### src/fpsu_pkg.sv
// Shared types and constants of the fixed-point scientific unit.
package fpsu_pkg;

    localparam logic [63:0] C_ONE      = 64'h0000_0001_0000_0000;
    localparam logic [63:0] C_HALF     = 64'h0000_0000_8000_0000;
    localparam logic [63:0] C_NHALF    = 64'hFFFF_FFFF_8000_0000;
    localparam logic [63:0] C_TWO      = 64'h0000_0002_0000_0000;
    localparam logic [63:0] C_PI       = 64'd13493037705;
    localparam logic [63:0] C_TWOPI    = 64'd26986075410;
    localparam logic [63:0] C_HALFPI   = 64'd6746518852;
    localparam logic [63:0] C_NPI      = ~C_PI + 64'd1;
    localparam logic [63:0] C_NHALFPI  = ~C_HALFPI + 64'd1;
    localparam logic [63:0] C_LN2      = 64'd2977044472;
    localparam logic [63:0] C_LN10     = 64'd9890190863;
    localparam logic [63:0] C_HUNDRED  = 64'h0000_0064_0000_0000;
    localparam logic [63:0] C_DEG_HALF = 64'd180;

    localparam logic [6:0]  C_MUL_STEPS  = 7'd64;
    localparam logic [6:0]  C_DIV_STEPS  = 7'd96;
    localparam logic [5:0]  C_SIN_TERMS  = 6'd9;
    localparam logic [5:0]  C_LN_TERMS   = 6'd13;
    localparam logic [5:0]  C_EXP_TERMS  = 6'd13;
    localparam logic [5:0]  C_SQRT_LAST  = 6'd39;
    localparam int          C_EXP_MAX    = 30;
    localparam int          C_EXP_MIN    = -63;

    localparam logic        REG_ANGLE    = 1'b0;

    typedef enum logic [4:0] {
        OP_ADD     = 5'd0,
        OP_SUB     = 5'd1,
        OP_MUL     = 5'd2,
        OP_DIV     = 5'd3,
        OP_POW     = 5'd4,
        OP_SIN     = 5'd5,
        OP_COS     = 5'd6,
        OP_TAN     = 5'd7,
        OP_LN      = 5'd8,
        OP_LOG     = 5'd9,
        OP_SQRT    = 5'd10,
        OP_SQUARE  = 5'd11,
        OP_RECIP   = 5'd12,
        OP_EXP     = 5'd13,
        OP_NEG     = 5'd14,
        OP_PERCENT = 5'd15,
        OP_PI      = 5'd16
    } t_op;

    typedef struct packed {
        logic        start;
        logic [63:0] a;
        logic [63:0] b;
    } t_mul_req;

    typedef struct packed {
        logic        start;
        logic        qmode;
        logic [63:0] a;
        logic [63:0] b;
    } t_div_req;

    typedef struct packed {
        logic        busy;
        logic        done;
        logic        dz;
        logic [63:0] res;
    } t_unit_rsp;

endpackage

### src/fpsu_mul.sv
// Bit-serial signed Q32.32 multiplier, one multiplier bit per cycle.
module fpsu_mul (
    input  logic                 i_clk,
    input  logic                 i_rst_n,
    input  fpsu_pkg::t_mul_req   i_req,
    output fpsu_pkg::t_unit_rsp  o_rsp
);
    import fpsu_pkg::*;

    logic        r_busy, n_busy;
    logic        r_done, n_done;
    logic [6:0]  r_cnt, n_cnt;
    logic        r_neg, n_neg;
    logic [63:0] r_x, n_x;
    logic [63:0] r_hi, n_hi;
    logic [63:0] r_y, n_y;
    logic [63:0] r_res, n_res;
    logic [64:0] w_sum;
    logic [63:0] w_p;

    assign w_sum = {1'b0, r_hi} + (r_y[0] ? {1'b0, r_x} : 65'd0);
    assign w_p   = {r_hi[31:0], r_y[63:32]};

    always_comb begin
        n_busy = r_busy;
        n_done = 1'b0;
        n_cnt  = r_cnt;
        n_neg  = r_neg;
        n_x    = r_x;
        n_hi   = r_hi;
        n_y    = r_y;
        n_res  = r_res;
        if (i_req.start) begin
            n_busy = 1'b1;
            n_cnt  = '0;
            n_neg  = i_req.a[63] ^ i_req.b[63];
            n_x    = i_req.a[63] ? (~i_req.a + 64'd1) : i_req.a;
            n_y    = i_req.b[63] ? (~i_req.b + 64'd1) : i_req.b;
            n_hi   = '0;
        end else if (r_busy) begin
            if (r_cnt == C_MUL_STEPS) begin
                n_res  = r_neg ? (~w_p + 64'd1) : w_p;
                n_done = 1'b1;
                n_busy = 1'b0;
            end else begin
                n_hi  = w_sum[64:1];
                n_y   = {w_sum[0], r_y[63:1]};
                n_cnt = r_cnt + 7'd1;
            end
        end
    end

    always_ff @(posedge i_clk) begin
        if (!i_rst_n) begin
            r_busy <= 1'b0;
            r_done <= 1'b0;
            r_cnt  <= '0;
        end else begin
            r_busy <= n_busy;
            r_done <= n_done;
            r_cnt  <= n_cnt;
        end
        r_neg <= n_neg;
        r_x   <= n_x;
        r_hi  <= n_hi;
        r_y   <= n_y;
        r_res <= n_res;
    end

    assign o_rsp = '{busy: r_busy, done: r_done, dz: 1'b0, res: r_res};

endmodule

### config.mk
export PLATFORM = sky130hd
export DESIGN_NAME = fpsu_mul
export DESIGN_NICKNAME = d
export VERILOG_FILES = /design/src/fpsu_pkg.sv /design/src/fpsu_mul.sv
export SDC_FILE = /design/constraint.sdc
export NUM_CORES = 1
export LEC_CHECK = 0
export ABC_AREA = 1
export BUFFER_PORTS_ARGS = -buffer_cell sky130_fd_sc_hd__buf_2
export CAP_MARGIN = 40
export CORE_UTILIZATION = 30
export DETAILED_ROUTE_END_ITERATION = 12
export SETUP_SLACK_MARGIN = 0.02
export SKIP_LAST_GASP = 1
export SLEW_MARGIN = 20
export SYNTH_ARGS = -nofsm -noshare
export SYNTH_HDL_FRONTEND = slang
export SYNTH_SLANG_ARGS = --single-unit
### constraint.sdc
create_clock -name i_clk -period 6.6 [get_ports i_clk]
set_input_delay 1.32 -clock i_clk [delete_from_list [all_inputs] [get_ports i_clk]]
set_output_delay 1.32 -clock i_clk [all_outputs]
set_load 0.02 [all_outputs]
# [Yosys cells after proc, flatten, opt, wreduce, memory -nomap -nowiden]
# Cells that the tools add are included.
[classes] addsub=5 eq_ne=2 muxes=11 bitwise=8 n_reduce_logical=6
[ops] operator="$mux 64" n=6
[ops] operator="$add 64x1->64 const B" n=3
[ops] operator="$not 64->64" n=3
[ops] operator="$add 64x64->65" n=1
[ops] operator="$mux 63" n=1
[ops] operator="$add 7x1->7 const B" n=1
[ops] operator="$eq 7x7->1 const B" n=1
[ops] operator="$mux 1" n=4
[ops] operator="$not 1->1" n=4
[ops] operator="$reduce_and 2->1" n=2
[ops] operator="$reduce_and 3->1" n=1
[ops] operator="$reduce_or 3->1" n=1
[ops] operator="$ne 2x2->1 const B" n=1
[ops] operator="$reduce_bool 2->1" n=1
[ops] operator="$reduce_or 2->1" n=1
[ops] operator="$xor 1x1->1" n=1
[totals] regBits=266 input_bits=131

# [Logic depth before layout (Yosys ltp)]
[depth] ltp_word=5 depth_mapped=21

# [Worst setup path after synthesis]
# Ideal clock, no wire load.
[synth_path] kind="input -> register" startpoint="in i_req[128] in the netlist's numbering" endpoint="reg r_res[0], enable pin" arrival_time_ps=6317 t_required_ps=6035 slack_ps=-282 path_stages=4 path_buffers=3 path_cell_list="clkbuf_1 > clkbuf_1 > buf_1 > nor3_1"
[synth_via] elab_chain_cells=2
[synth_lines] item="from (decl)" line_no="fpsu_mul.sv:5" source="input fpsu_pkg::t_mul_req i_req,"
[synth_lines] item="$not 1->1 (no source line)"
[synth_lines] item="$reduce_and 3->1 (no source line)"
[synth_lines] item="to (signal assigned)" line_no="fpsu_mul.sv:67" source="r_res <= n_res;"
[synth_lines] item="to (decl)" line_no="fpsu_mul.sv:17" source="logic [63:0] r_res, n_res;"
# No other way between the ends.
# A chain may end at the register's enable or synchronous reset.

# [Final worst setup path]
[layout_path] startpoint="reg r_y[0]" endpoint="reg r_hi[39]"
[layout_via] elab_chain_cells=2
[layout_lines] item="from (decl)" line_no="fpsu_mul.sv:16" source="logic [63:0] r_y, n_y;"
[layout_lines] item="from (signal assigned)" line_no="fpsu_mul.sv:66" source="r_y <= n_y;"
[layout_lines] item="$mux 64" line_no="fpsu_mul.sv:21" source="assign w_sum = {1'b0, r_hi} + (r_y[0] ? {1'b0, r_x} : 65'd0);"
[layout_lines] item="$add 64x64->65" line_no="fpsu_mul.sv:21"
[layout_lines] item="to (signal assigned)" line_no="fpsu_mul.sv:65" source="r_hi <= n_hi;"
[layout_lines] item="to (decl)" line_no="fpsu_mul.sv:15" source="logic [63:0] r_hi, n_hi;"
# No other way between the ends.

==> results.cfg <==
[run_status]
status = complete, no violations

[worst_setup_path]
worstSetupPathType = register to register
r2r-end = r_hi[39]$_SDFFE_PP0P_
cpMaxStageDelayCell = edfxtp_1
cp_max_fo = 64
path_cells = buf_4 > nand2_1 > inv_1 > ha_1 > fa_1 > nand3_1 > nand3_1 > nand2_1 > nand2_1 > nand2_1 > nand3_1 > nand2_1 > nand2_1 > nand2_1 > nand2_1 > o21ai_0 > inv_1
r2r_start = r_y[0]$_DFFE_PP_
endpoint_kind = register
r2r.worst_path.cells = 17
reg2reg_slack_ps = 3290
critical_path.max_stage_delay_ps = 450
crit_family = simple AND/OR/NAND/NOR gates
cp_num_buf_inv = 3
start_kind = register
crit_path_frequent_cell = nand2_1
cp.arrival_ps = 3800
critical_path_required_ps = 7090

[drt]
viasPerCell = 4.68
postRouteAntennaNets = 0
drt_iter0_drc = 1669
totalWireLength_um = 75400
vias = 21793
wl_per_cell_um = 16.2
dr.pass1.iters = 6
drc = 0

[sta]
hold_slack_ps = 494
rsz0062_at_grt = no
hold_viol = 0
setup_viol = 0
period_minus_slack_ps = 3310
fmax_mhz = 302
worst_slew_pin_slew_ps = 748
fin_skew_ps = 18.7
setup_ws_ps = 3290
slew_headroom_pct = 49.6
tns_ps = 0
fin_crit_sh_pct = 50.1
drv_slew = 0

[run]
cap_violations = 0

[logic_synthesis]
syn-cell-area_um2 = 22100
ys_types = 49
yosysTopAreaCellShare_pct = 26.2
synth_area_leaders = edfxtp_1 (26%), nand2_1 (19%), inv_1 (11%), nor2_1 (7.7%), dfxtp_1 (6.6%)
syn_nets = 3697
yosysWarningCount = 0
async_reset_ff_share_pct = 0
avgSynthCellArea_um2 = 6.33
synth_edf_count = 193
synth_cells = 3496
yosysTopAreaCell = edfxtp_1
ys.flop_type = edfxtp_1
ys_seq_area_share_pct = 32.8
ys_ff_latch = 266

[clocking]
clk_pin_slew_ps = 60
cts_resized = 0
h-tree-depth = 1
cts_setup_buffers = 0
cts_tree = yes
holdBufCountCts = 0
cts_sinks = 266
root_buffer = clkbuf_16
clock_path_buffers = 3
clk_latency_ps = 610
cts_made_buffers = 30

[pwr]
p_per_area_nw_per_um2 = 201
peakVddDrop_uv = 187
leakagePower_nw = 12.7

[placement]
dp_hpwl_um = 61300
pre_cts_ws_ps = 3050
port_buffers = 196
placed_cells = 4592
placed_area_um2 = 24100
gp_congestion = 0.983

[grt]
grt.total_usage_pct = 19.9
grt_pass1_vias = 20381
grt_max_degree = 92
antenna_found_initial = 2
grt_pass1_wl_um = 116000
grt_overflow = 0

[cells_and_area]
postLayoutCellArea_um2 = 25200
synthToLayoutAreaGrowth_pct = 14.1
instances_no_fill = 4652
final.fill_count = 7990
nets = 3869
drive_above_1_share_pct = 8.59

[hold_path]
worstHoldStart = r_cnt[0]$_SDFFE_PP0P_
whs_endpoint = r_cnt[0]$_SDFFE_PP0P_
hold_path_depth = 2
hold_class = register to register

[floorplan]
rows = 99
die_area_um2 = 74800
ioPinCount = 198
core_area_um2 = 73000
die_h_um = 274
start_util_pct = 30.3
die_x_um = 274
## cell usage in the layout, fill, tap and decap left out, drive strengths merged, types with 11 or more instances in the layout
master / Yosys / routed
a21oi: 92 / 92
buf: 24 / 211
clkbuf: 47 / 36
clkinv: 2 / 14
dfxtp: 73 / 73
edfxtp: 193 / 193
ha: 69 / 69
inv: 673 / 675
nand2: 1112 / 1112
nand3: 194 / 194
nand4: 73 / 73
nor2: 470 / 470
nor3: 59 / 59
nor4: 11 / 11
o21ai: 163 / 163
or2: 12 / 12
xnor2: 13 / 13
xor2: 165 / 165
## cells in the mapped netlist (3+ instances only)
cell type / n
inv_2: 12
nand3_1: 187
or2_2: 5
and2_1: 3
or2_0: 4
o211ai_1: 5
or2_1: 3
o31ai_1: 8
buf_2: 7
nor3b_1: 6
o21ai_2: 4
a31oi_1: 6
buf_4: 3
nand4_1: 72
nor4_1: 11
ha_1: 69
a21oi_1: 92
nor2_1: 453
nand3_2: 7
o21ai_0: 136
xnor2_1: 13
nand3b_1: 7
nor2_4: 4
clkbuf_1: 47
edfxtp_1: 193
xor2_1: 165
o21ai_1: 23
nand2_1: 1107
inv_1: 661
nand2_2: 5
nor2_2: 13
buf_1: 13
nor3_1: 57
dfxtp_1: 73
## report_power, final
part	leakage [nW]	internal, W	switching, W
Combinational	9.77	0.000384	0.000859
Sequential	2.47	0.00196	0.0000913
Clock	0.499	0.00101	0.000762
## state kept, by name, summed over array words and instances, names as in the netlist
register,flops
r_y,64
r_hi,64
r_cnt,7
r_x,64
r_done,1
r_busy,1
r_res,64
r_neg,1
## metrics by stage
step / utilization (%) / total power (W)
final: 34.6 / 0.00507
after global routing: 34.6 / 0.00534
after CTS: 34.5 / 0.00509
after detailed placement: 33.1 / 0.00330
after global placement: 33.0 / 0.00329
after floorplan: - / 0.00287
## layer usage
metal / vias to the layer above / track usage, % / part of all wire, %
met2: 673 / 31.1 / 43
met3: 132 / 1.47 / 5.5
met5: - / 0 / 0
li1: 11216 / - / -
met1: 9772 / 28.5 / 48
met4: 0 / 6.87 / 3.6
## worst reg2reg max path: cells and delay by family, from the launching register on
| kind | cells | cell delay (ps) |
|---|---|---|
| adders and majority gates | 2 | 670 |
| AOI/OAI and AO/OA | 1 | 180 |
| buffers and inverters | 3 | 470 |
| DFF | 1 | 450 |
| and+or+nand+nor | 11 | 1440 |
## worst max-delay path by stage
stage	startpoint	to	slack, ps	cells past startpoint
2_1_floorplan	i_req[128]	r_res[0]$_DFFE_PP_	1680	4
3_3_place_gp	i_req[127]	r_x[52]$_DFFE_PP_	2950	6
3_5_place_dp	i_req[0]	r_y[50]$_DFFE_PP_	3050	11
4_1_cts	r_y[0]$_DFFE_PP_	r_hi[39]$_SDFFE_PP0P_	3290	17
5_1_grt	r_y[0]$_DFFE_PP_	r_hi[37]$_SDFFE_PP0P_	3060	17
6_report	r_y[0]$_DFFE_PP_	r_hi[39]$_SDFFE_PP0P_	3290	17
## area by class of cell
class,instances,area [um^2],share of cell area [%]
diodes,1,2.50,0.00991
clock buffers,36,826,3.27
clock inverters,20,214,0.848
inverters,675,2530,10.0
multi-input cells,2484,12000,47.7
flip-flops and latches,266,7260,28.7
well taps,959,1200,4.75
repair buffers,211,1160,4.61
## logic make-up (layout without fill, tap and decap cells)
family                   Yosys count  in the layout  synth area share [%]
AND/OR/NAND/NOR                 1950           1950                  36.5
buffers and inverters            746            942                  12.8
AO/OA/AOI/OAI                    285            285                  6.85
adder cells (fa/ha/maj)           70             70                  3.99
other                              1              2                0.0170
flip-flops                       266            266                  32.8
XOR/XNOR                         178            178                  7.05
Power figures use the tool's default switching activity.
