`config.mk`:
```
export PLATFORM = sky130hd
export DESIGN_NAME = fpsu_div
export DESIGN_NICKNAME = d
export VERILOG_FILES = /design/src/fpsu_pkg.sv /design/src/fpsu_div.sv
export SDC_FILE = /design/constraint.sdc
export NUM_CORES = 1
export LEC_CHECK = 0
export BUFFER_PORTS_ARGS = -buffer_cell sky130_fd_sc_hd__buf_2
export CELL_PAD_IN_SITES_DETAIL_PLACEMENT = 0
export CELL_PAD_IN_SITES_GLOBAL_PLACEMENT = 1
export CORE_MARGIN = 2
export CORE_UTILIZATION = 42
export DETAILED_ROUTE_END_ITERATION = 10
export GPL_TIMING_DRIVEN = 0
export PLACE_DENSITY_LB_ADDON = 0.08
export SLEW_MARGIN = 40
export SYNTH_ARGS = -nofsm -noshare
export SYNTH_HDL_FRONTEND = slang
export SYNTH_SLANG_ARGS = --single-unit
export TNS_END_PERCENT = 30
```
`constraint.sdc`:
```
create_clock -name i_clk -period 6.1 [get_ports i_clk]
set_input_delay 0.61 -clock i_clk [delete_from_list [all_inputs] [get_ports i_clk]]
set_output_delay 0.61 -clock i_clk [all_outputs]
set_load 0.05 [all_outputs]
```
`src/fpsu_pkg.sv`:
```
// Shared types and constants of the fixed-point scientific unit.
package fpsu_pkg;

    localparam logic [63:0] C_ONE      = 64'h0000_0001_0000_0000;
    localparam logic [63:0] C_HALF     = 64'h0000_0000_8000_0000;
    localparam logic [63:0] C_NHALF    = 64'hFFFF_FFFF_8000_0000;
    localparam logic [63:0] C_TWO      = 64'h0000_0002_0000_0000;
    localparam logic [63:0] C_PI       = 64'd13493037705;
    localparam logic [63:0] C_TWOPI    = 64'd26986075410;
    localparam logic [63:0] C_HALFPI   = 64'd6746518852;
    localparam logic [63:0] C_NPI      = ~C_PI + 64'd1;
    localparam logic [63:0] C_NHALFPI  = ~C_HALFPI + 64'd1;
    localparam logic [63:0] C_LN2      = 64'd2977044472;
    localparam logic [63:0] C_LN10     = 64'd9890190863;
    localparam logic [63:0] C_HUNDRED  = 64'h0000_0064_0000_0000;
    localparam logic [63:0] C_DEG_HALF = 64'd180;

    localparam logic [6:0]  C_MUL_STEPS  = 7'd64;
    localparam logic [6:0]  C_DIV_STEPS  = 7'd96;
    localparam logic [5:0]  C_SIN_TERMS  = 6'd9;
    localparam logic [5:0]  C_LN_TERMS   = 6'd13;
    localparam logic [5:0]  C_EXP_TERMS  = 6'd13;
    localparam logic [5:0]  C_SQRT_LAST  = 6'd39;
    localparam int          C_EXP_MAX    = 30;
    localparam int          C_EXP_MIN    = -63;

    localparam logic        REG_ANGLE    = 1'b0;

    typedef enum logic [4:0] {
        OP_ADD     = 5'd0,
        OP_SUB     = 5'd1,
        OP_MUL     = 5'd2,
        OP_DIV     = 5'd3,
        OP_POW     = 5'd4,
        OP_SIN     = 5'd5,
        OP_COS     = 5'd6,
        OP_TAN     = 5'd7,
        OP_LN      = 5'd8,
        OP_LOG     = 5'd9,
        OP_SQRT    = 5'd10,
        OP_SQUARE  = 5'd11,
        OP_RECIP   = 5'd12,
        OP_EXP     = 5'd13,
        OP_NEG     = 5'd14,
        OP_PERCENT = 5'd15,
        OP_PI      = 5'd16
    } t_op;

    typedef struct packed {
        logic        start;
        logic [63:0] a;
        logic [63:0] b;
    } t_mul_req;

    typedef struct packed {
        logic        start;
        logic        qmode;
        logic [63:0] a;
        logic [63:0] b;
    } t_div_req;

    typedef struct packed {
        logic        busy;
        logic        done;
        logic        dz;
        logic [63:0] res;
    } t_unit_rsp;

endpackage

```
`src/fpsu_div.sv`:
```
// Bit-serial signed restoring divider, Q32.32 or integer quotient.
module fpsu_div (
    input  logic                 i_clk,
    input  logic                 i_rst_n,
    input  fpsu_pkg::t_div_req   i_req,
    output fpsu_pkg::t_unit_rsp  o_rsp
);
    import fpsu_pkg::*;

    logic        r_busy, n_busy;
    logic        r_done, n_done;
    logic [6:0]  r_cnt, n_cnt;
    logic        r_neg, n_neg;
    logic        r_dz, n_dz;
    logic [63:0] r_ub, n_ub;
    logic [63:0] r_rem, n_rem;
    logic [95:0] r_z, n_z;
    logic [63:0] r_res, n_res;
    logic [63:0] w_ua;
    logic [64:0] w_t;
    logic [64:0] w_diff;
    logic        w_ge;

    assign w_ua   = i_req.a[63] ? (~i_req.a + 64'd1) : i_req.a;
    assign w_t    = {r_rem, r_z[95]};
    assign w_diff = w_t - {1'b0, r_ub};
    assign w_ge   = w_t >= {1'b0, r_ub};

    always_comb begin
        n_busy = r_busy;
        n_done = 1'b0;
        n_cnt  = r_cnt;
        n_neg  = r_neg;
        n_dz   = r_dz;
        n_ub   = r_ub;
        n_rem  = r_rem;
        n_z    = r_z;
        n_res  = r_res;
        if (i_req.start) begin
            n_busy = 1'b1;
            n_cnt  = '0;
            n_neg  = i_req.a[63] ^ i_req.b[63];
            n_dz   = (i_req.b == 64'd0);
            n_ub   = i_req.b[63] ? (~i_req.b + 64'd1) : i_req.b;
            n_rem  = '0;
            n_z    = i_req.qmode ? {w_ua, 32'd0} : {32'd0, w_ua};
        end else if (r_busy) begin
            if (r_cnt == C_DIV_STEPS) begin
                n_res  = r_neg ? (~r_z[63:0] + 64'd1) : r_z[63:0];
                n_done = 1'b1;
                n_busy = 1'b0;
            end else begin
                n_rem = w_ge ? w_diff[63:0] : w_t[63:0];
                n_z   = {r_z[94:0], w_ge};
                n_cnt = r_cnt + 7'd1;
            end
        end
    end

    always_ff @(posedge i_clk) begin
        if (!i_rst_n) begin
            r_busy <= 1'b0;
            r_done <= 1'b0;
            r_cnt  <= '0;
        end else begin
            r_busy <= n_busy;
            r_done <= n_done;
            r_cnt  <= n_cnt;
        end
        r_neg <= n_neg;
        r_dz  <= n_dz;
        r_ub  <= n_ub;
        r_rem <= n_rem;
        r_z   <= n_z;
        r_res <= n_res;
    end

    assign o_rsp = '{busy: r_busy, done: r_done, dz: r_dz, res: r_res};

endmodule

```
Word level (Yosys, flattened, before mapping)
Index checks and enable logic that the tools add are counted.
W data, S select, Z words.
{"block": "totals", "reg_bits": 299, "in_bits": 132, "output_inout_bits": 67, "word_cells": 45}
{"block": "classes", "n_lt_le_gt_ge": 1, "n_reduce_logical": 7, "mux": 12, "eq_ne": 2, "n_bitwise": 8, "add_sub_neg": 5}
{"operator": "$mux W96", "count": 4}
{"operator": "$add A64 B1 Y64 const B", "count": 3}
{"operator": "$mux W64", "count": 3}
{"operator": "$not A64 Y64", "count": 3}
{"operator": "$ge A65 B64 Y1", "count": 1}
{"operator": "$logic_not A64 Y1", "count": 1}
{"operator": "$sub A64 B64 Y64", "count": 1}
{"operator": "$mux W63", "count": 1}
{"operator": "$add A7 B1 Y7 const B", "count": 1}
{"operator": "$eq A7 B7 Y1 const B", "count": 1}
{"operator": "$mux W1", "count": 4}
{"operator": "$not A1 Y1", "count": 4}
{"operator": "$reduce_and A2 Y1", "count": 2}
{"operator": "$reduce_and A3 Y1", "count": 1}
{"operator": "$reduce_or A3 Y1", "count": 1}
{"operator": "$ne A2 B2 Y1 const B", "count": 1}
{"operator": "$reduce_bool A2 Y1", "count": 1}
{"operator": "$reduce_or A2 Y1", "count": 1}
{"operator": "$xor A1 B1 Y1", "count": 1}

Longest topological paths before layout
Gate-level depths: netlist of run 1.
{"block": "depth", "word_depth": 5, "depth_mapped": 16, "mapped_depth_nobuf": 14}

Worst setup path after synthesis of run 1
OpenSTA, ideal clock, no wires.
{"block": "synth_path", "kind": "input to register", "startpoint": "input port i_req[129] in the netlist's numbering", "endpoint": "register r_res[0] (enable)", "n_path_buf": 2, "required_time_ns": 5.520, "path_stages": 3, "setup_ns": 0.580, "setup_slack_ns": -0.213, "arrival_time_ns": 5.733, "cell_sequence": "clkbuf_1 -> clkbuf_1 -> nor3b_1"}
{"block": "synth_between", "elab_chain_len": 2}
{"element": "start: declaration", "line_no": "fpsu_div.sv:5", "rtl": "input fpsu_pkg::t_div_req i_req,"}
{"element": "$not A1 Y1 (no line)"}
{"element": "$reduce_and A3 Y1 (no line)"}
{"element": "end signal: assignment", "line_no": "fpsu_div.sv:75", "rtl": "r_res <= n_res;"}
{"element": "end: declaration", "line_no": "fpsu_div.sv:18", "rtl": "logic [63:0] r_res, n_res;"}
Every way passes these cells.
A chain may end at the register's enable or synchronous reset.

Worst setup path after layout of run 1
{"block": "layout_path", "startpoint": "register r_ub[38]", "endpoint": "register r_z[0], data pin"}
{"block": "layout_between", "elab_chain_len": 4}
{"element": "start: declaration", "line_no": "fpsu_div.sv:15", "rtl": "logic [63:0] r_ub, n_ub;"}
{"element": "start signal: assignment", "line_no": "fpsu_div.sv:72", "rtl": "r_ub <= n_ub;"}
{"element": "$ge A65 B64 Y1", "line_no": "fpsu_div.sv:27", "rtl": "assign w_ge = w_t >= {1'b0, r_ub};"}
{"element": "$mux W96", "line_no": "fpsu_div.sv:48", "rtl": "if (r_cnt == C_DIV_STEPS) begin"}
{"element": "$mux W96", "line_no": "fpsu_div.sv:47", "rtl": "end else if (r_busy) begin"}
{"element": "$mux W96", "line_no": "fpsu_div.sv:39", "rtl": "if (i_req.start) begin"}
{"element": "net n_z[0]", "line_no": "fpsu_div.sv:17", "rtl": "logic [95:0] r_z, n_z;"}
{"element": "end signal: assignment", "line_no": "fpsu_div.sv:74", "rtl": "r_z <= n_z;"}
{"element": "end: declaration", "line_no": "fpsu_div.sv:17"}
The timed path passes the listed nets, and every way through them passes these cells. The select of a mux whose other input is x is not followed.

==> results.md, run 1 <==
- Synth area leader: edfxtp_1
- Worst-Margin Slew: ~0.86 ns
- CTS root buf: clkbuf_16
- Met3 routed WL: around 4800 µm
- Hold Vio Cnt, Final: 0
- Ys async rst share: 0%
- Layout cells sized above 1: between 10 and 15%
- Initial antenna violation count: 1
- Critical path, cell by cell: inv_1, ha_1, clkbuf_1, nand4_1, or4_1, or4_1, nor4_1, nor4_1, and3_1, clkbuf_1, clkbuf_1, buf_1, o22ai_1
- Compound-cell area share of the yosys netlist: slightly above 20%
- Simple-Gate Fraction of Synth Area: 14.0%
- CP Capture Type: register
- Max Slew Vio Count: 0
- Area grow syn2layout: 16.4%
- # IOs: around 200
- Drt pass-1 iters: 5
- Leak pwr: approximately 8.4 nW
- Met2 WL: between 20000 and 25000 µm
- Die ar.: between 0.04 and 0.05 mm²
- Comb pwr share: between 10% and 20%
- Multi-input gate area: around 0.0099 mm²
- Crit path max fanout: 10
- Total Routing Usage GR: between 20% and 30%
- Syn_nets: between 2000 and 2500
- Main flop type after synthesis: edfxtp_1
- CTS Hold Bufs: 0
- Num CTS Buffers: 37
- Synth top area share: 35.7%
- Core ar.: 0.0444 mm²
- Register area: around 0.0082 mm²
- Clock slew at reported path FFs: around 0.060 ns
- Final Total Pwr: between 0.005 and 0.006 W
- Post-synthesis mux area share: under 10%
- GRT overflow: 0
- Netlist cell types: 79
- Resized Gates After CTS: 0
- Via/cell ratio: roughly 5.7
- Initial drt markers: 1466
- Die Y: roughly 220 µm
- Max frequency: roughly 210 MHz
- Post-synth EDFFs: 226
- DRC viols: 0
- Worst slack, placed: 1.32 ns
- Crit path time final: 4.71 ns
- Site Rows: 77
- Avg Cell Area, Syn: about 9.6 µm²
- Placement Cell Area: around 0.021 mm²
- Vias in the first global route: 15200
- PD cells: ~250 mW/mm²
- Uppermost layer routed: met4
- Worst path slowest cell: or4_1
- Setup Skew: around 0.027 ns
- Switching portion of total power: about 28%
- Critical path type: register to register
- Pint: approximately 0.004 W
- Placed wire-length estimate: about 46000 µm
- Worst-Skew Late Latency: around 0.59 ns
- Data arrival, critical path: 5.07 ns
- Setup bufs post-CTS: 0
- Worst min-delay path class: input port to register
- Total Wirelength: 60200 µm
- Placer's final routability congestion estimate: around 0.9
- Die W: between 200 and 250 µm
- Vias: around 16000
- Mean routed wirelength per cell: roughly 21 µm
- YS warnings: 0
- Synth area leaders: edfxtp_1 36%, dfxtp_1 7.7%, xnor2_1 7.7%, ha_1 4.5%, o21ai_0 4.3%
- CP most frequent cell: clkbuf_1
- Largest family of logic cells by synthesized area: compound AO/OA/AOI/OAI gates
- Post-route ant nets: 0
- Nets@finish: 2431
- Clock sinks: 299
- Sequential-to-total area share from yosys stat: around 43%
- First-pass GRT wire length: approximately 91000 µm
- CP peak stage delay: between 0.6 and 0.7 ns
- WHS: 0.319 ns
- Critical Path Source Type: register
- Clock network power share: between 40% and 50%
- Fill cell count: roughly 4200
- Routed length on met1: between 20000 and 30000 µm
- VDD IR max: about 0.00018 V
- RSZ-0062 raised after global routing: false
- Max-cap violations: 0
- Initial Utilization: about 43%
- Switching power: 0.00159 W
- Period utilization: between 70% and 80%
- Setup_tns: 0 ns
- IO Port Bufs: slightly below 200
- # setup viols final: 0
- CTS tree: yes
- Final worst setup slack: about 1.4 ns
- Slew headroom: a little over two fifths
- Post-Synth XOR/XNOR Area: around 12%
- Worst EP required: between 6 and 7 ns
- Final instance area: 0.0221 mm²
- Max clock buf depth: 3
- Largest net degree at the start of global routing: 62
- Synth Area in Adders: about 4.7%
- Seq cells post-synth: between 200 and 300
- Syn Inst Count: 1986
- Status: finished, final reports clean
- Post-Syn Area: roughly 0.019 mm²
- H-tree depth: 2
- Flop pwr share: between 40% and 50%
cell usage after synthesis (4+ instances only):
library cell,n
a21boi_0,4
a21o_1,36
a21oi_1,127
a22o_1,9
a31oi_1,8
a32oi_1,19
and2_1,5
and3_1,10
buf_1,6
clkbuf_1,92
dfxtp_1,73
edfxtp_1,226
ha_1,69
inv_1,118
mux2_2,11
mux2i_1,17
nand2_1,199
nand2b_1,9
nand3_1,48
nand4_1,24
nor2_1,88
nor2b_1,17
nor3_1,20
nor4_1,14
nor4b_1,4
o211ai_1,6
o21a_1,13
o21ai_0,165
o21ai_1,5
o21bai_1,11
o221ai_1,8
o22ai_1,12
o2bb2ai_1,46
o31ai_1,64
o31ai_2,6
o41ai_1,24
or3_1,34
or4_1,24
or4_4,4
xnor2_1,166
xor2_1,84
final timing paths:
kind | slack [ns] | to | cells after the start | startpoint
worst max register to register | 1.39 | r_z[0] | 13 | r_ub[38]
worst min-delay path | 0.32 | r_ub[0] | 1 | i_req[0]
worst min register to register | 0.48 | r_rem[29] | 2 | r_rem[29]
worst max-delay path | 1.39 | r_z[0] | 13 | r_ub[38]
layout by cell type, fill, tap and decap left out, drive strengths merged, types with 46 or more instances in the layout:
cell type	count
a21oi	127
buf	215
clkbuf	145
dfxtp	73
edfxtp	226
ha	69
inv	119
nand2	199
nand3	48
nor2	89
o21ai	171
o2bb2ai	46
o31ai	70
xnor2	166
xor2	84
final cells by class:
type                       instances  share of cell area [%]
antenna                            1                  0.0113
buffer                           104                    1.90
clock buffer                      52                    4.58
clock inverter                    15                   0.940
inverter                         118                    2.04
multi-input combinational       1465                    44.8
sequential                       299                    37.3
tap                              592                    3.35
timing repair buffer             204                    5.01
logic make-up (layout without fill, tap and decap cells):
family / count (synthesis) / after routing
buffers and inverters: 222 / 493
multiplexers: 28 / 28
AND/OR/NAND/NOR: 527 / 527
adder cells (fa/ha/maj): 70 / 70
XOR/XNOR: 250 / 250
other: 0 / 1
AO/OA/AOI/OAI: 590 / 590
flip-flops: 299 / 299
power groups by stage:
stage	sequential, W	clock (W)	combinational, W
6_report	0.00247	0.00223	0.000878
3_3_place_gp	0.00251	0	0.000848
5_1_grt	0.00249	0.00236	0.000963
4_1_cts	0.00247	0.00229	0.000868
2_1_floorplan	0.00248	0	0.000553
3_5_place_dp	0.00251	0	0.000862
worst max-delay path: cells and delay by family (launching register included):
kind                       cells  cell delay (ns)
buffers and inverters          5             1.19
DFF                            1             0.34
AOI/OAI and AO/OA              1             0.43
adders and majority gates      1             0.27
and+or+nand+nor                6             2.29
per-stage QoR:
stage               utilization (%)  instances
floorplan                         -       1986
CTS                            49.7       2849
detailed placement             47.0       2782
finish                         49.7       2850
global route                   49.7       2850
global placement               46.6       2774
state kept, by name, indices dropped and copies added (netlist names):
name / count
r_busy: 1
r_cnt: 7
r_done: 1
r_dz: 1
r_neg: 1
r_rem: 64
r_res: 64
r_ub: 64
r_z: 96
metal layers:
metal	vias up	track usage (%)
met1	7858	39.4
met5	-	0
met2	574	35.7
met3	77	4.69
li1	7806	-
met4	0	6.44
No activity file was read; power rests on OpenSTA's default activity.
==> run 2: changes to the inputs <==
--- a/config.mk
+++ b/config.mk
@@ -9,7 +9,7 @@
 export CELL_PAD_IN_SITES_DETAIL_PLACEMENT = 0
 export CELL_PAD_IN_SITES_GLOBAL_PLACEMENT = 1
 export CORE_MARGIN = 2
-export CORE_UTILIZATION = 42
+export CORE_UTILIZATION = 45
 export DETAILED_ROUTE_END_ITERATION = 10
 export GPL_TIMING_DRIVEN = 0
 export PLACE_DENSITY_LB_ADDON = 0.08
==> constraint.sdc (replaced) <==
create_clock -name i_clk -period 4.5 [get_ports i_clk]
set_input_delay 0.45 -clock i_clk [delete_from_list [all_inputs] [get_ports i_clk]]
set_output_delay 0.45 -clock i_clk [all_outputs]
set_load 0.05 [all_outputs]
==> run 2 against run 1 <==
Register-to-register slack got worse by 1.2 ns. Global-route usage up 1.1 points. Worst hold slack got worse by 0.13 ns. First-iteration DRC count grew 11%. Routed wire length fell by 2.3%. Clock-buffer cell count shrank 7. Maximum frequency increased by 8.1%. Final cell count down 2.1%. Clock power is 30% higher. Critical path type unchanged. Critical endpoint unchanged. Largest power group unchanged. Highest routed layer unchanged.
==> results.md, run 2 (same netlist as run 1, synthesis figures left out) <==
- Die Y: approximately 210 µm
- Layout cells sized above 1: 14.3%
- Initial antenna violation count: 1
- Total Wirelength: 58700 µm
- WHS: approximately 0.19 ns
- Setup_tns: 0 ns
- Nets@finish: ~2400
- Most common cell after layout, fill and taps aside: edfxtp_1
- Vias: approximately 16000
- Worst path slowest cell: or4_1
- Post-route ant nets: 0
- Worst-Margin Slew: just over 0.8 ns
- Final instance area: 0.0220 mm²
- Fill cell count: 3875
- Critical path, cell by cell: inv_1, ha_1, clkbuf_1, nand4_1, or4_1, or4_1, nor4_2, nor4_1, and3_1, clkbuf_1, clkbuf_2, buf_2, o22ai_1
- Largest net degree at the start of global routing: 60
- Initial drt markers: about 1600
- Max-cap violations: 0
- Core ar.: 0.0418 mm²
- Status: finished, final reports clean
- Worst EP required: 4.82 ns
- Clock sinks: 299
- PD cells: 338 mW/mm²
- CTS root buf: clkbuf_16
- # IOs: 199
- Die ar.: between 0.04 and 0.05 mm²
- Via/cell ratio: 5.81
- Mean routed wirelength per cell: 21.0 µm
- Critical Path Source Type: register
- Clock slew at reported path FFs: ~0.06 ns
- Hold Vio Cnt, Final: 0
- Multi-input gate area: 0.00996 mm²
- CP Capture Type: register
- Register area: approximately 0.0082 mm²
- Max Slew Vio Count: 0
- Max frequency: ~230 MHz
- # setup viols final: 0
- CP peak stage delay: 0.65 ns
- Placer's final routability congestion estimate: a little under 0.9
- Total Routing Usage GR: between 20% and 30%
- Largest Register: r_z
- Critical path type: register to register
- Die W: between 200 and 250 µm
- Setup bufs post-CTS: 0
- H-tree depth: 2
- Data arrival, critical path: 4.68 ns
- Most frequent cells in the layout: 226 x edfxtp_1, 199 x nand2_1, 199 x buf_2
- Max FFs per register: 96
- CTS Hold Bufs: 0
- DRC viols: 0
- CTS tree: yes
- Leak pwr: approximately 8.4 nW
- Placed wire-length estimate: ~45000 µm
- RSZ-0062 raised after global routing: false
- Vias in the first global route: roughly 15000
- Drt pass-1 iters: 7
- First-pass GRT wire length: around 90000 µm
- Final Util: between 50% and 60%
- Crit path max fanout: 10
- Initial Utilization: about 45%
- Worst min-delay path class: input port to register
- Cells after DPL: 2729
- Site Rows: between 70 and 80
- IO Port Bufs: 196
- Period utilization: between 90% and 100%
- Setup Skew: 0.0230 ns
- GRT overflow: 0
- Worst-Skew Late Latency: roughly 0.56 ns
- Crit path time final: ~4.4 ns
- Num CTS Buffers: 35
- Slew headroom: a little under half
- Max clock buf depth: 3
- Area grow syn2layout: 15.8%
- Placement Cell Area: 0.0208 mm²
- Layout Cells excl Fill: roughly 2800
- VDD IR max: between 0.0002 and 0.00025 V
-- run 2: cell count changes in the layout (fill, tap and decap cells not counted), moves of 2 or more --
cell,delta
xnor2_1,-2
clkbuf_1,-10
buf_4,+2
clkbuf_2,+4
clkbuf_8,-2
xnor2_2,+2
buf_6,-2
buf_2,+2
clkinv_2,-3
clkbuf_16,-2
clkinv_1,+4
-- run 2: where the power goes --
part	leakage, nW	internal [W]	switching [W]
clock network	0.555	0.00170	0.00120
registers	2.81	0.00322	0.000133
logic	5.02	0.000439	0.000756
total	8.38	0.00536	0.00209
-- run 2: area by class of cell --
cell class / instances / share of cell area, %
multi-input cells: 1465 / 45.3
flip-flops and latches: 299 / 37.5
repair buffers: 204 / 4.95
clock buffers: 45 / 4.20
well taps: 539 / 3.07
inverters: 118 / 2.05
plain buffers: 101 / 1.89
clock inverters: 18 / 1.06
diodes: 2 / 0.0228
-- run 2: path summary, 6_finish.rpt --
path / cells past startpoint / slack, ns / endpoint / from
worst max register to register: 13 / 0.14 / r_z[0] / r_ub[42]
worst min register to register: 2 / 0.48 / r_rem[6] / r_rem[6]
worst max-delay path: 13 / 0.14 / r_z[0] / r_ub[42]
worst min-delay path: 1 / 0.19 / r_ub[0] / i_req[0]
-- run 2: timing repair --
| action | 4_1_cts | 5_1_grt |
|---|---|---|
| hold endpoints to repair | 0 | 0 |
| setup endpoints to repair | 20 | 40 |
| gates resized for setup | 3 | 13 |
-- run 2: worst max-delay path: cells and delay by family, from the launching register on --
| family | cells | cell delay, ns |
|---|---|---|
| AO/OA/AOI/OAI | 1 | 0.36 |
| flip-flops | 1 | 0.32 |
| buffers and inverters | 5 | 1.06 |
| adder cells (fa/ha/maj) | 1 | 0.27 |
| AND/OR/NAND/NOR | 6 | 2.13 |
-- run 2: per-stage QoR --
step	setup slack, ns	power [W]
after floorplan	0.601	0.00411
after global placement	-1.35	0.00456
after detailed placement	-0.133	0.00457
after CTS	0.00681	0.00748
after global routing	0.00360	0.00774
final	0.138	0.00744
-- run 2: per-layer routing --
metal	up-vias	share of wire, %	GRT usage (%)
met5	-	0	0
met4	0	2.0	7.39
met3	71	8.1	5.16
met2	578	41	36.9
met1	7772	49	41.1
li1	7794	-	-
